File: src/hw/rtl/pidaw_pkg.sv
// ----------------------------------------------------------------------------
// pidaw_pkg
// Shared widths, limits, register codes and reset values for the PID core.
// ----------------------------------------------------------------------------
package pidaw_pkg;

	localparam int FRAC_BITS = 16;
	localparam int DATA_W    = 32;
	localparam int GAIN_W    = 32;
	localparam int DT_W      = 24;
	localparam int OUT_W     = 24;
	localparam int INTEG_W   = 22;
	localparam int CFG_IDX_W = 2;

	localparam int MUL_W   = DATA_W + 1;
	localparam int PROD_W  = 2 * MUL_W;
	localparam int DIV_W   = DATA_W + 1 + FRAC_BITS;
	localparam int ISUM_W  = DATA_W + DT_W - FRAC_BITS + 1;
	localparam int TERM_W  = 2 * DATA_W - FRAC_BITS;
	localparam int SUM_W   = TERM_W + 2;
	localparam int MCNT_W  = $clog2(MUL_W + 1);
	localparam int DCNT_W  = $clog2(DIV_W + 1);

	localparam logic signed [ISUM_W-1:0] ILIM = ISUM_W'(30) <<< FRAC_BITS;
	localparam logic signed [SUM_W-1:0]  OLIM = SUM_W'(200) <<< FRAC_BITS;

	localparam logic [CFG_IDX_W-1:0] REG_KP = 2'd0;
	localparam logic [CFG_IDX_W-1:0] REG_KI = 2'd1;
	localparam logic [CFG_IDX_W-1:0] REG_KD = 2'd2;
	localparam logic [CFG_IDX_W-1:0] REG_DT = 2'd3;

	localparam logic [GAIN_W-1:0] KP_RESET = 32'd65536;
	localparam logic [GAIN_W-1:0] KI_RESET = 32'd0;
	localparam logic [GAIN_W-1:0] KD_RESET = 32'd0;
	localparam logic [DT_W-1:0]   DT_RESET = 24'd655;

	localparam logic [OUT_W-1:0]  OUT_MAX = 24'd13107200;

endpackage

File: src/hw/rtl/pidaw_mul.sv
// ----------------------------------------------------------------------------
// pidaw_mul
// Bit-serial signed multiplier: one multiplier bit per cycle, sign bit last.
// ----------------------------------------------------------------------------
module pidaw_mul (
	input  logic                                   clk,
	input  logic                                   arst_n,
	input  logic                                   start,
	input  logic signed [pidaw_pkg::MUL_W-1:0]     a,
	input  logic signed [pidaw_pkg::MUL_W-1:0]     b,
	output logic                                   done,
	output logic signed [pidaw_pkg::PROD_W-1:0]    product
);

	localparam int W = pidaw_pkg::MUL_W;

	logic                          run_q;
	logic                          done_q;
	logic [pidaw_pkg::MCNT_W-1:0]  cnt_q;
	logic signed [W-1:0]           a_q;
	logic [W-1:0]                  b_q;
	logic signed [W:0]             hi_q;
	logic [W-1:0]                  lo_q;
	logic                          last;
	logic signed [W+1:0]           a_ext;
	logic signed [W+1:0]           addend;
	logic signed [W+1:0]           sum;

	assign last  = (cnt_q == pidaw_pkg::MCNT_W'(W - 1));
	assign a_ext = {{2{a_q[W-1]}}, a_q};

	always_comb begin
		if (!b_q[0]) begin
			addend = '0;
		end else if (last) begin
			addend = -a_ext;
		end else begin
			addend = a_ext;
		end
		sum = {hi_q[W], hi_q} + addend;
	end

	always_ff @(posedge clk or negedge arst_n) begin
		if (!arst_n) begin
			run_q  <= 1'b0;
			done_q <= 1'b0;
			cnt_q  <= '0;
		end else begin
			done_q <= 1'b0;
			if (start) begin
				run_q <= 1'b1;
				cnt_q <= '0;
			end else if (run_q) begin
				cnt_q <= cnt_q + 1'b1;
				if (last) begin
					run_q  <= 1'b0;
					done_q <= 1'b1;
				end
			end
		end
	end

	always_ff @(posedge clk) begin
		if (start) begin
			a_q  <= a;
			b_q  <= b;
			hi_q <= '0;
			lo_q <= '0;
		end else if (run_q) begin
			hi_q <= sum[W+1:1];
			lo_q <= {sum[0], lo_q[W-1:1]};
			b_q  <= {1'b0, b_q[W-1:1]};
		end
	end

	assign done    = done_q;
	assign product = {hi_q[W-1:0], lo_q};

endmodule

File: src/hw/rtl/pidaw_div.sv
// ----------------------------------------------------------------------------
// pidaw_div
// Restoring unsigned divider: one quotient bit per cycle, MSB first.
// ----------------------------------------------------------------------------
module pidaw_div (
	input  logic                               clk,
	input  logic                               arst_n,
	input  logic                               start,
	input  logic [pidaw_pkg::DIV_W-1:0]        num,
	input  logic [pidaw_pkg::DT_W-1:0]         den,
	output logic                               done,
	output logic [pidaw_pkg::DIV_W-1:0]        quo
);

	localparam int N = pidaw_pkg::DIV_W;
	localparam int D = pidaw_pkg::DT_W;

	logic                          run_q;
	logic                          done_q;
	logic [pidaw_pkg::DCNT_W-1:0]  cnt_q;
	logic [N-1:0]                  num_q;
	logic [D-1:0]                  den_q;
	logic [D-1:0]                  rem_q;
	logic [N-1:0]                  quo_q;
	logic [D:0]                    trial;
	logic [D+1:0]                  diff;
	logic                          fits;

	assign trial = {rem_q, num_q[N-1]};
	assign diff  = {1'b0, trial} - {2'b00, den_q};
	assign fits  = ~diff[D+1];

	always_ff @(posedge clk or negedge arst_n) begin
		if (!arst_n) begin
			run_q  <= 1'b0;
			done_q <= 1'b0;
			cnt_q  <= '0;
		end else begin
			done_q <= 1'b0;
			if (start) begin
				run_q <= 1'b1;
				cnt_q <= '0;
			end else if (run_q) begin
				cnt_q <= cnt_q + 1'b1;
				if (cnt_q == pidaw_pkg::DCNT_W'(N - 1)) begin
					run_q  <= 1'b0;
					done_q <= 1'b1;
				end
			end
		end
	end

	always_ff @(posedge clk) begin
		if (start) begin
			num_q <= num;
			den_q <= den;
			rem_q <= '0;
			quo_q <= '0;
		end else if (run_q) begin
			num_q <= {num_q[N-2:0], 1'b0};
			rem_q <= fits ? diff[D-1:0] : trial[D-1:0];
			quo_q <= {quo_q[N-2:0], fits};
		end
	end

	assign done = done_q;
	assign quo  = quo_q;

endmodule

File: src/hw/rtl/pid_controller_antiwindup_core.sv
// ----------------------------------------------------------------------------
// pid_controller_antiwindup_core
// PID controller with clamped integral, Q16.16, bit-serial arithmetic.
// A new request is taken only in idle, after the last drive value is loaded.
// Each request makes four passes through the shared bit-serial multiplier,
// with the divider running alongside.
// Reset clears the integral and last error and loads the gain and time-step defaults.
// ----------------------------------------------------------------------------
module pid_controller_antiwindup_core (
	input  logic                                   clk,
	input  logic                                   arst_n,
	input  logic                                   in_valid,
	output logic                                   in_ready,
	input  logic signed [pidaw_pkg::DATA_W-1:0]    target_value,
	input  logic signed [pidaw_pkg::DATA_W-1:0]    measured_value,
	output logic                                   out_valid,
	input  logic                                   out_ready,
	output logic [pidaw_pkg::OUT_W-1:0]            drive_value,
	input  logic                                   cfg_valid,
	output logic                                   cfg_ready,
	input  logic [pidaw_pkg::CFG_IDX_W-1:0]        cfg_index,
	input  logic [pidaw_pkg::DATA_W-1:0]           cfg_data
);

	localparam int DW = pidaw_pkg::DATA_W;
	localparam int MW = pidaw_pkg::MUL_W;
	localparam int FB = pidaw_pkg::FRAC_BITS;
	localparam int IW = pidaw_pkg::INTEG_W;
	localparam int SW = pidaw_pkg::SUM_W;
	localparam int TW = pidaw_pkg::TERM_W;
	localparam int XW = pidaw_pkg::ISUM_W;
	localparam int NW = pidaw_pkg::DIV_W;

	localparam logic [2:0] ST_IDLE = 3'd0;
	localparam logic [2:0] ST_LOAD = 3'd1;
	localparam logic [2:0] ST_MDT  = 3'd2;
	localparam logic [2:0] ST_MP   = 3'd3;
	localparam logic [2:0] ST_MI   = 3'd4;
	localparam logic [2:0] ST_MD   = 3'd5;
	localparam logic [2:0] ST_OUT  = 3'd6;

	logic [2:0]                       state_q;
	logic signed [pidaw_pkg::GAIN_W-1:0] kp_q, ki_q, kd_q;
	logic [pidaw_pkg::DT_W-1:0]       dt_q;
	logic signed [DW-1:0]             err_q;
	logic signed [DW-1:0]             last_err_q;
	logic signed [IW-1:0]             integ_q;
	logic signed [DW-1:0]             deriv_q;
	logic                             dneg_q;
	logic signed [SW-1:0]             sum_q;
	logic                             out_valid_q;
	logic [pidaw_pkg::OUT_W-1:0]      drive_q;

	logic signed [DW:0]               err_wide;
	logic signed [DW-1:0]             err_sat;
	logic signed [DW:0]               ediff;
	logic [DW:0]                      ediff_mag;
	logic [NW-1:0]                    div_num;
	logic [NW-1:0]                    div_quo;
	logic                             div_done;
	logic signed [DW-1:0]             deriv_nxt;

	logic                             mul_start;
	logic                             mul_done;
	logic signed [MW-1:0]             mul_a, mul_b;
	logic signed [pidaw_pkg::PROD_W-1:0] mul_prod;
	logic signed [XW-1:0]             isum;
	logic signed [IW-1:0]             integ_nxt;
	logic signed [SW-1:0]             term;
	logic signed [SW-1:0]             sum_nxt;
	logic                             out_load;
	logic                             accept;

	assign accept    = in_valid && in_ready;
	assign in_ready  = (state_q == ST_IDLE);
	assign cfg_ready = 1'b1;
	assign out_load  = (state_q == ST_OUT) && (!out_valid_q || out_ready);

	// error with saturation
	always_comb begin
		err_wide = {target_value[DW-1], target_value} - {measured_value[DW-1], measured_value};
		if (err_wide[DW] != err_wide[DW-1]) begin
			err_sat = {err_wide[DW], {(DW-1){~err_wide[DW]}}};
		end else begin
			err_sat = err_wide[DW-1:0];
		end
	end

	// derivative numerator magnitude
	always_comb begin
		ediff     = {err_q[DW-1], err_q} - {last_err_q[DW-1], last_err_q};
		ediff_mag = ediff[DW] ? (DW+1)'(-ediff) : ediff;
		div_num   = {ediff_mag, {FB{1'b0}}};
	end

	pidaw_div u_div (
		.clk    (clk),
		.arst_n (arst_n),
		.start  (state_q == ST_LOAD),
		.num    (div_num),
		.den    (dt_q),
		.done   (div_done),
		.quo    (div_quo)
	);

	// signed, saturated quotient
	always_comb begin
		if (dt_q == '0) begin
			deriv_nxt = '0;
		end else if (!dneg_q) begin
			if (div_quo[NW-1:DW-1] != '0) begin
				deriv_nxt = {1'b0, {(DW-1){1'b1}}};
			end else begin
				deriv_nxt = div_quo[DW-1:0];
			end
		end else begin
			if ((div_quo[NW-1:DW] != '0) || (div_quo[DW-1] && (div_quo[DW-2:0] != '0))) begin
				deriv_nxt = {1'b1, {(DW-1){1'b0}}};
			end else begin
				deriv_nxt = -div_quo[DW-1:0];
			end
		end
	end

	// multiplier operand select
	always_comb begin
		case (state_q)
			ST_LOAD: begin
				mul_a = {err_q[DW-1], err_q};
				mul_b = MW'({1'b0, dt_q});
			end
			ST_MDT: begin
				mul_a = {kp_q[DW-1], kp_q};
				mul_b = {err_q[DW-1], err_q};
			end
			ST_MP: begin
				mul_a = {ki_q[DW-1], ki_q};
				mul_b = {{(MW-IW){integ_q[IW-1]}}, integ_q};
			end
			ST_MI: begin
				mul_a = {kd_q[DW-1], kd_q};
				mul_b = {deriv_q[DW-1], deriv_q};
			end
			default: begin
				mul_a = '0;
				mul_b = '0;
			end
		endcase
	end

	assign mul_start = (state_q == ST_LOAD) ||
		(mul_done && ((state_q == ST_MDT) || (state_q == ST_MP) || (state_q == ST_MI)));

	pidaw_mul u_mul (
		.clk     (clk),
		.arst_n  (arst_n),
		.start   (mul_start),
		.a       (mul_a),
		.b       (mul_b),
		.done    (mul_done),
		.product (mul_prod)
	);

	// integral update and term accumulation
	always_comb begin
		isum = {{(XW-IW){integ_q[IW-1]}}, integ_q} + mul_prod[FB+XW-1:FB];
		if (isum > pidaw_pkg::ILIM) begin
			integ_nxt = IW'(pidaw_pkg::ILIM);
		end else if (isum < -pidaw_pkg::ILIM) begin
			integ_nxt = IW'(-pidaw_pkg::ILIM);
		end else begin
			integ_nxt = isum[IW-1:0];
		end
		term    = {{(SW-TW){mul_prod[FB+TW-1]}}, mul_prod[FB+TW-1:FB]};
		sum_nxt = (state_q == ST_MP) ? term : sum_q + term;
	end

	always_ff @(posedge clk or negedge arst_n) begin
		if (!arst_n) begin
			state_q     <= ST_IDLE;
			kp_q        <= pidaw_pkg::KP_RESET;
			ki_q        <= pidaw_pkg::KI_RESET;
			kd_q        <= pidaw_pkg::KD_RESET;
			dt_q        <= pidaw_pkg::DT_RESET;
			last_err_q  <= '0;
			integ_q     <= '0;
			out_valid_q <= 1'b0;
		end else begin
			if (cfg_valid && cfg_ready) begin
				case (cfg_index)
					pidaw_pkg::REG_KP: kp_q <= cfg_data;
					pidaw_pkg::REG_KI: ki_q <= cfg_data;
					pidaw_pkg::REG_KD: kd_q <= cfg_data;
					pidaw_pkg::REG_DT: dt_q <= cfg_data[pidaw_pkg::DT_W-1:0];
					default: ;
				endcase
			end
			if (out_load) begin
				out_valid_q <= 1'b1;
			end else if (out_ready) begin
				out_valid_q <= 1'b0;
			end
			case (state_q)
				ST_IDLE: begin
					if (accept) begin
						state_q <= ST_LOAD;
					end
				end
				ST_LOAD: begin
					last_err_q <= err_q;
					state_q    <= ST_MDT;
				end
				ST_MDT: begin
					if (mul_done) begin
						integ_q <= integ_nxt;
						state_q <= ST_MP;
					end
				end
				ST_MP: begin
					if (mul_done) begin
						state_q <= ST_MI;
					end
				end
				ST_MI: begin
					if (mul_done) begin
						state_q <= ST_MD;
					end
				end
				ST_MD: begin
					if (mul_done) begin
						state_q <= ST_OUT;
					end
				end
				ST_OUT: begin
					if (out_load) begin
						state_q <= ST_IDLE;
					end
				end
				default: state_q <= ST_IDLE;
			endcase
		end
	end

	always_ff @(posedge clk) begin
		if (accept) begin
			err_q <= err_sat;
		end
		if (state_q == ST_LOAD) begin
			dneg_q <= ediff[DW];
		end
		if (div_done) begin
			deriv_q <= deriv_nxt;
		end
		if (mul_done && ((state_q == ST_MP) || (state_q == ST_MI) || (state_q == ST_MD))) begin
			sum_q <= sum_nxt;
		end
		if (out_load) begin
			if (sum_q[SW-1]) begin
				drive_q <= '0;
			end else if (sum_q > pidaw_pkg::OLIM) begin
				drive_q <= pidaw_pkg::OUT_MAX;
			end else begin
				drive_q <= sum_q[pidaw_pkg::OUT_W-1:0];
			end
		end
	end

	assign out_valid   = out_valid_q;
	assign drive_value = drive_q;

endmodule

File: config.mk
export PLATFORM = sky130hd
export DESIGN_NAME = pid_controller_antiwindup_core
export DESIGN_NICKNAME = d
export VERILOG_FILES = /design/src/hw/rtl/pidaw_pkg.sv /design/src/hw/rtl/pidaw_mul.sv /design/src/hw/rtl/pidaw_div.sv /design/src/hw/rtl/pid_controller_antiwindup_core.sv
export SDC_FILE = /design/constraint.sdc
export NUM_CORES = 2
export LEC_CHECK = 0
export ABC_AREA = 1
export BUFFER_PORTS_ARGS = -buffer_cell sky130_fd_sc_hd__buf_4
export CAP_MARGIN = 10
export CORE_MARGIN = 3
export CORE_UTILIZATION = 25
export CTS_CLUSTER_SIZE = 14
export DETAILED_ROUTE_END_ITERATION = 16
export PLACE_DENSITY = 0.45
export SYNTH_ARGS = -nofsm -noshare
export SYNTH_HDL_FRONTEND = slang
export SYNTH_SLANG_ARGS = --single-unit
File: constraint.sdc
create_clock -name clk -period 6.5 [get_ports clk]
set_input_delay 0.975 -clock clk [delete_from_list [all_inputs] [get_ports clk]]
set_output_delay 0.975 -clock clk [all_outputs]
set_load 0.005 [all_outputs]
==> Yosys cells after proc, flatten, opt, wreduce, memory -nomap -nowiden <==
Cells that the tools add are included.
{ "totals": {"regBits": 596, "inputBits": 103, "out_inout_bits": 27, "wordCells": 134} }
{ "op_classes": {"add_sub_neg": 11, "magnitude_cmp": 3, "eq_ne": 18, "muxes": 43, "n_bitwise": 2, "n_reduce_logical": 29} }
{ "op_table": {"columns": ["cell", "count"], "rows": [
  ["33-bit one-hot mux with 4 select lines", 2],
  ["32-bit two-way mux", 4],
  ["33-bit two-way mux", 3],
  ["49-bit two-way mux", 2],
  ["35-bit two-way mux", 2],
  ["32-bit by 32-bit subtractor with 33-bit output", 2],
  ["50-bit by 48-bit adder with 50-bit output", 1],
  ["50-bit by 25-bit > comparator with 1-bit output, second input constant", 1],
  ["50-bit two-way mux", 1],
  ["24-bit two-way mux", 2],
  ["22-bit two-way mux", 2],
  ["41-bit adder", 1],
  ["41-bit by 22-bit > comparator with 1-bit output, second input constant", 1],
  ["41-bit by 22-bit < comparator with 1-bit output, second input constant", 1],
  ["35-bit adder", 1],
  ["33-bit negation with 35-bit output", 1],
  ["33-bit negation", 1],
  ["32-bit negation", 1],
  ["31-bit nonzero test", 1],
  ["25-bit by 24-bit subtractor with 26-bit output", 1],
  ["24-bit logical NOT", 1],
  ["6-bit two-way mux", 4],
  ["3-bit one-hot mux with 7 select lines", 1],
  ["3-bit two-way mux", 6],
  ["other kinds (23)", 63]
]} }

==> Depth between registers and ports, before layout <==
{ "depth": {"word_depth": 6, "depth_mapped": 27, "depth_no_buf": 27} }

==> Modules after synthesis <==
Synthesis repeated with hierarchy kept, for this count alone.
{ "unflattened": {"cells_unflattened": 5946, "hier_area_um2": 42019.0} }
{ "modules_own_cells": {"columns": ["mod", "n_inst", "cells_each", "area_each_um2", "seq_area_each_um2"], "rows": [
  ["pid_controller_antiwindup_core", 1, 3948, 26436.6, 8637.0],
  ["pidaw_mul", 1, 1094, 8167.8, 3523.4],
  ["pidaw_div", 1, 904, 7414.6, 3853.7]
]} }

==> Worst setup path before layout <==
OpenSTA, ideal clock, no wires.
{ "synth_timing": {"kind": "reg2reg", "from": "reg u_mul.cnt_q[0] in the netlist's numbering", "to": "reg u_mul.hi_q[31]", "setup_time_ps": 109, "arrival_ps": 3600, "required_time_ps": 6391, "slack_ps": 2791, "path_stages_with_launch": 24, "path_buffers": 2, "synth_period_minus_slack_ps": 3709, "path_cell_list": "dfrtp_1 inv_1 ha_1 nand4_1 clkbuf_1 buf_1 nor2_1 nor3_1 inv_1 fa_1 inv_1 nand3_1 nand2_1 a21oi_2 o21ai_0 nand2_1 o21bai_1 a21oi_1 o21ai_0 nand2_1 nand3_1 nand3_1 nand2_1 inv_1"} }
{ "synth_between": {"elab_chain_cells": 4} }
{ "synth_lines": {"columns": ["element", "line", "source"], "rows": [
  ["start: declaration", "pidaw_mul.sv:19", "logic [pidaw_pkg::MCNT_W-1:0] cnt_q;"],
  ["start signal: assignment", "pidaw_mul.sv:54", "cnt_q <= cnt_q + 1'b1;"],
  ["6-bit equality test", "pidaw_mul.sv:29", "assign last = (cnt_q == pidaw_pkg::MCNT_W'(W - 1));"],
  ["35-bit two-way mux", "pidaw_mul.sv:35", "end else if (last) begin"],
  ["35-bit two-way mux", "pidaw_mul.sv:33", "if (!b_q[0]) begin"],
  ["35-bit adder", "pidaw_mul.sv:40", "sum = {hi_q[W], hi_q} + addend;"],
  ["end signal: assignment", "pidaw_mul.sv:70", "hi_q <= sum[W+1:1];"],
  ["end: declaration", "pidaw_mul.sv:22", "logic signed [W:0] hi_q;"]
]} }
No other way between the ends.
A chain may end at the register's enable or synchronous reset.

==> Worst setup path in the final report <==
{ "layout_timing": {"from": "reg u_mul.a_q[0]", "to": "reg u_mul.hi_q[33]"} }
{ "layout_between": {"elab_chain_cells": 4} }
{ "layout_lines": {"columns": ["element", "line", "source"], "rows": [
  ["start: declaration", "pidaw_mul.sv:20", "logic signed [W-1:0] a_q;"],
  ["start signal: assignment", "pidaw_mul.sv:65", "a_q <= a;"],
  ["33-bit negation with 35-bit output", "pidaw_mul.sv:36", "addend = -a_ext;"],
  ["35-bit two-way mux (*)", "pidaw_mul.sv:35", null],
  ["35-bit two-way mux (*)", "pidaw_mul.sv:33", null],
  ["35-bit adder (*)", "pidaw_mul.sv:40", null]
]} }
Every way passes the cells marked *; elsewhere a longest branch is shown, timed or not.

==> impl_metrics.tcl <==
set metrics [dict create \
    io_buffers 128 \
    syn_nets 5960 \
    avgSynthCellArea_um2 7.15 \
    via_per_inst 4.62 \
    worst_slew_pin_slew_ns 1.09 \
    power_per_cell_area_mw_per_mm2 465 \
    ant_nets 0 \
    relSlewSlack_pct 27.0 \
    cts_buffers 73 \
    fmaxAchievable_ghz 0.216 \
    syn_area_mm2 0.0403 \
    post_cts_resized 0 \
    final_cell_mix "1542 x nand2_1, 843 x inv_1, 488 x nor2_1" \
    synth_warnings 0 \
    finClkSkew_ns 0.0451 \
    status "completed" \
    synth_top_area_share_pct 19.5 \
    drt_iter0_drc 2632 \
    worstHoldPathType "in2async" \
    num_vias 36600 \
    final_common_cell "nand2_1" \
    post-route-drc-count 0 \
    drv_slew 0 \
    grt-ovfl-total 0 \
    fp.dieH_um 407 \
    r2r-end "u_mul.hi_q[33]" \
    antenna_found_initial 2 \
    drive_gt1_share_pct 7.64 \
    ys_seq_elements 579 \
    ys_types 74 \
    synthArstFlopShare_pct 33.5 \
    hold_viol 0 \
    period_needed_ns 4.62 \
    holdWs_ns 0.163 \
    slowest_stage "nor4_1" \
    rsz0062_at_grt "false" \
    grt_pass1_vias 34800 \
    cts_root_buf "clkbuf_16" \
    place_inst 7781 \
    yosysSeqAreaShare_pct 37.7 \
    worst-setup-path-type "reg2reg" \
    synthToLayoutAreaGrowth_pct 14.7 \
    reg2reg_depth 25 \
    cts_buffer_depth 3 \
    wl_um 136000 \
    synth_ff_type "edfxtp_1" \
    r2r_start "u_mul.a_q[0]" \
    clkTransAtPathRegs_ns 0.06 \
    pin_count 130 \
    ir_worst_vdd_mv 0.241 \
    p_leak_nw 21.7 \
    synth-edff-count 261 \
    yosys-top-cells-area "edfxtp_1 19%, nand2_1 14%, dfrtp_1 12%" \
    dp_hpwl_um 106000 \
    gp_congestion 0.907 \
    cp-end-kind "flip-flop" \
    fin_tns_setup_ns 0 \
    fin_nets 6037 \
    crit_required_ns 7.05 \
    cts_tree "done" \
    grt_max_degree 158 \
    start_util_pct 25.3 \
    die_w_um 407 \
    netlist_instances 5633 \
    post-cts-setup-buffers 0 \
    cts_sinks 579 \
    die_area_mm2 0.166 \
    setup_violations 0 \
    regToRegSetupSlack_ns 1.88 \
    grt_usage_pct 16.0 \
    ctsHoldBuffers 0 \
    grt_pass1_wl_um 210000 \
    yosys.area.top_type "edfxtp_1" \
    first_pass_iters 6 \
    clock_latency_ns 0.70 \
    arrival_ns 5.18 \
    post_drt_wl_per_cell_um 17.2 \
    cap_violations 0 \
    htreeDepth 3 \
    fin_crit_sh_pct 71.1 \
    cp_max_fo 4 \
    cp-start-kind "flip-flop" \
    final_cells 7919 \
    slowest_delay_ns 0.47 \
    std_cell_rows 146 \
    core-area_mm2 0.159 \
]
[stage by stage]
| stage | utilization [%] | cell area [um^2] | setup WS (ns) | total power [mW] |
|---|---|---|---|---|
| final | 29.0 | 46200 | 1.88 | 21.5 |
| after global routing | 29.0 | 46200 | 1.43 | 23.5 |
| after CTS | 29.0 | 46200 | 1.84 | 21.7 |
| after detailed placement | 27.4 | 43600 | 1.85 | 17.2 |
| after global placement | 27.4 | 43600 | 1.91 | 17.2 |
| after floorplan | - | 40300 | 2.79 | 13.9 |
[synth_stat cells (all sizes together), types with 7 or more instances]
library cell	number
a21boi	8
a21o	17
a21oi	349
a221oi	13
a22oi	66
a31oi	37
a41oi	24
and3	10
buf	37
clkbuf	119
dfrtp	187
dfstp	7
dfxtp	124
edfxtp	261
ha	218
inv	857
nand2	1576
nand3	231
nand3b	17
nand4	90
nor2	523
nor3	71
nor4	27
o211ai	27
o21a	9
o21ai	457
o21bai	30
o221ai	7
or2	27
xnor2	60
xor2	93
[cell families (layout without fill, tap and decap cells)]
logic type | Yosys count | after routing | synth area share (%)
fa+ha+maj | 224 | 224 | 7.07
xor+xnor | 153 | 153 | 3.35
buf+inv | 1016 | 1153 | 9.58
other cells | 1 | 4 | 0.00931
flops | 579 | 579 | 37.7
compound gates | 1072 | 1072 | 15.2
simple gates | 2588 | 2588 | 27.1
[routing by layer]
layer	vias up	wire [um]	GRT usage [%]
li1	18700	-	-
met1	17100	66400	22.8
met2	677	62000	25.9
met3	147	5340	1.92
met4	0	2570	3.26
met5	-	0	0
[critical path: cells and delay by family, from the launching register on]
kind / cells / cell delay (ns)
XOR/XNOR: 1 / 0.13
AND/OR/NAND/NOR: 15 / 2.65
flip-flops: 1 / 0.42
buffers and inverters: 4 / 0.33
adder cells (fa/ha/maj): 2 / 0.40
AO/OA/AOI/OAI: 3 / 0.59
[worst max path at each step]
stage,cells after the start,from,to,slack (ns)
after floorplan,23,u_mul.cnt_q[0],u_mul.hi_q[31],2.79
after global placement,25,u_mul.a_q[0],u_mul.hi_q[33],1.91
after detailed placement,25,u_mul.a_q[0],u_mul.hi_q[33],1.85
after CTS,25,u_mul.a_q[0],u_mul.hi_q[33],1.84
after global routing,26,u_mul.a_q[0],u_mul.hi_q[33],1.43
final,25,u_mul.a_q[0],u_mul.hi_q[33],1.88
[final cells by class]
type	instances	area (um^2)
inverter	860	3230
antenna	3	7.51
clock buffer	100	2090
multi-input combinational	4038	21300
clock inverter	35	474
sequential	579	15200
fill	17500	113000
timing repair buffer	158	1230
tap	2146	2690
[sequential cells by signal (all words and copies together), names as in the netlist, 22 cells and up]
register and count:
dt_q 24, u_mul.b_q 33, last_err_q 32, u_div.quo 49, deriv_q 32, u_div.num_q 33, err_q 32, u_mul.hi_q 34
integ_q 22, sum_q 50, u_div.rem_q 24, u_div.den_q 24, kp_q 32, kd_q 32, ki_q 32, drive_value 24
u_mul.a_q 32
[where the power goes]
part           internal (mW)  switching [mW]  total, mW  leakage [nW]
clock                   2.51            1.82       4.33          1.24
sequential              5.11           0.886       5.99          5.98
combinational           3.76            7.42       11.2          14.5
Note: power is estimated with default switching activity, not from simulation.
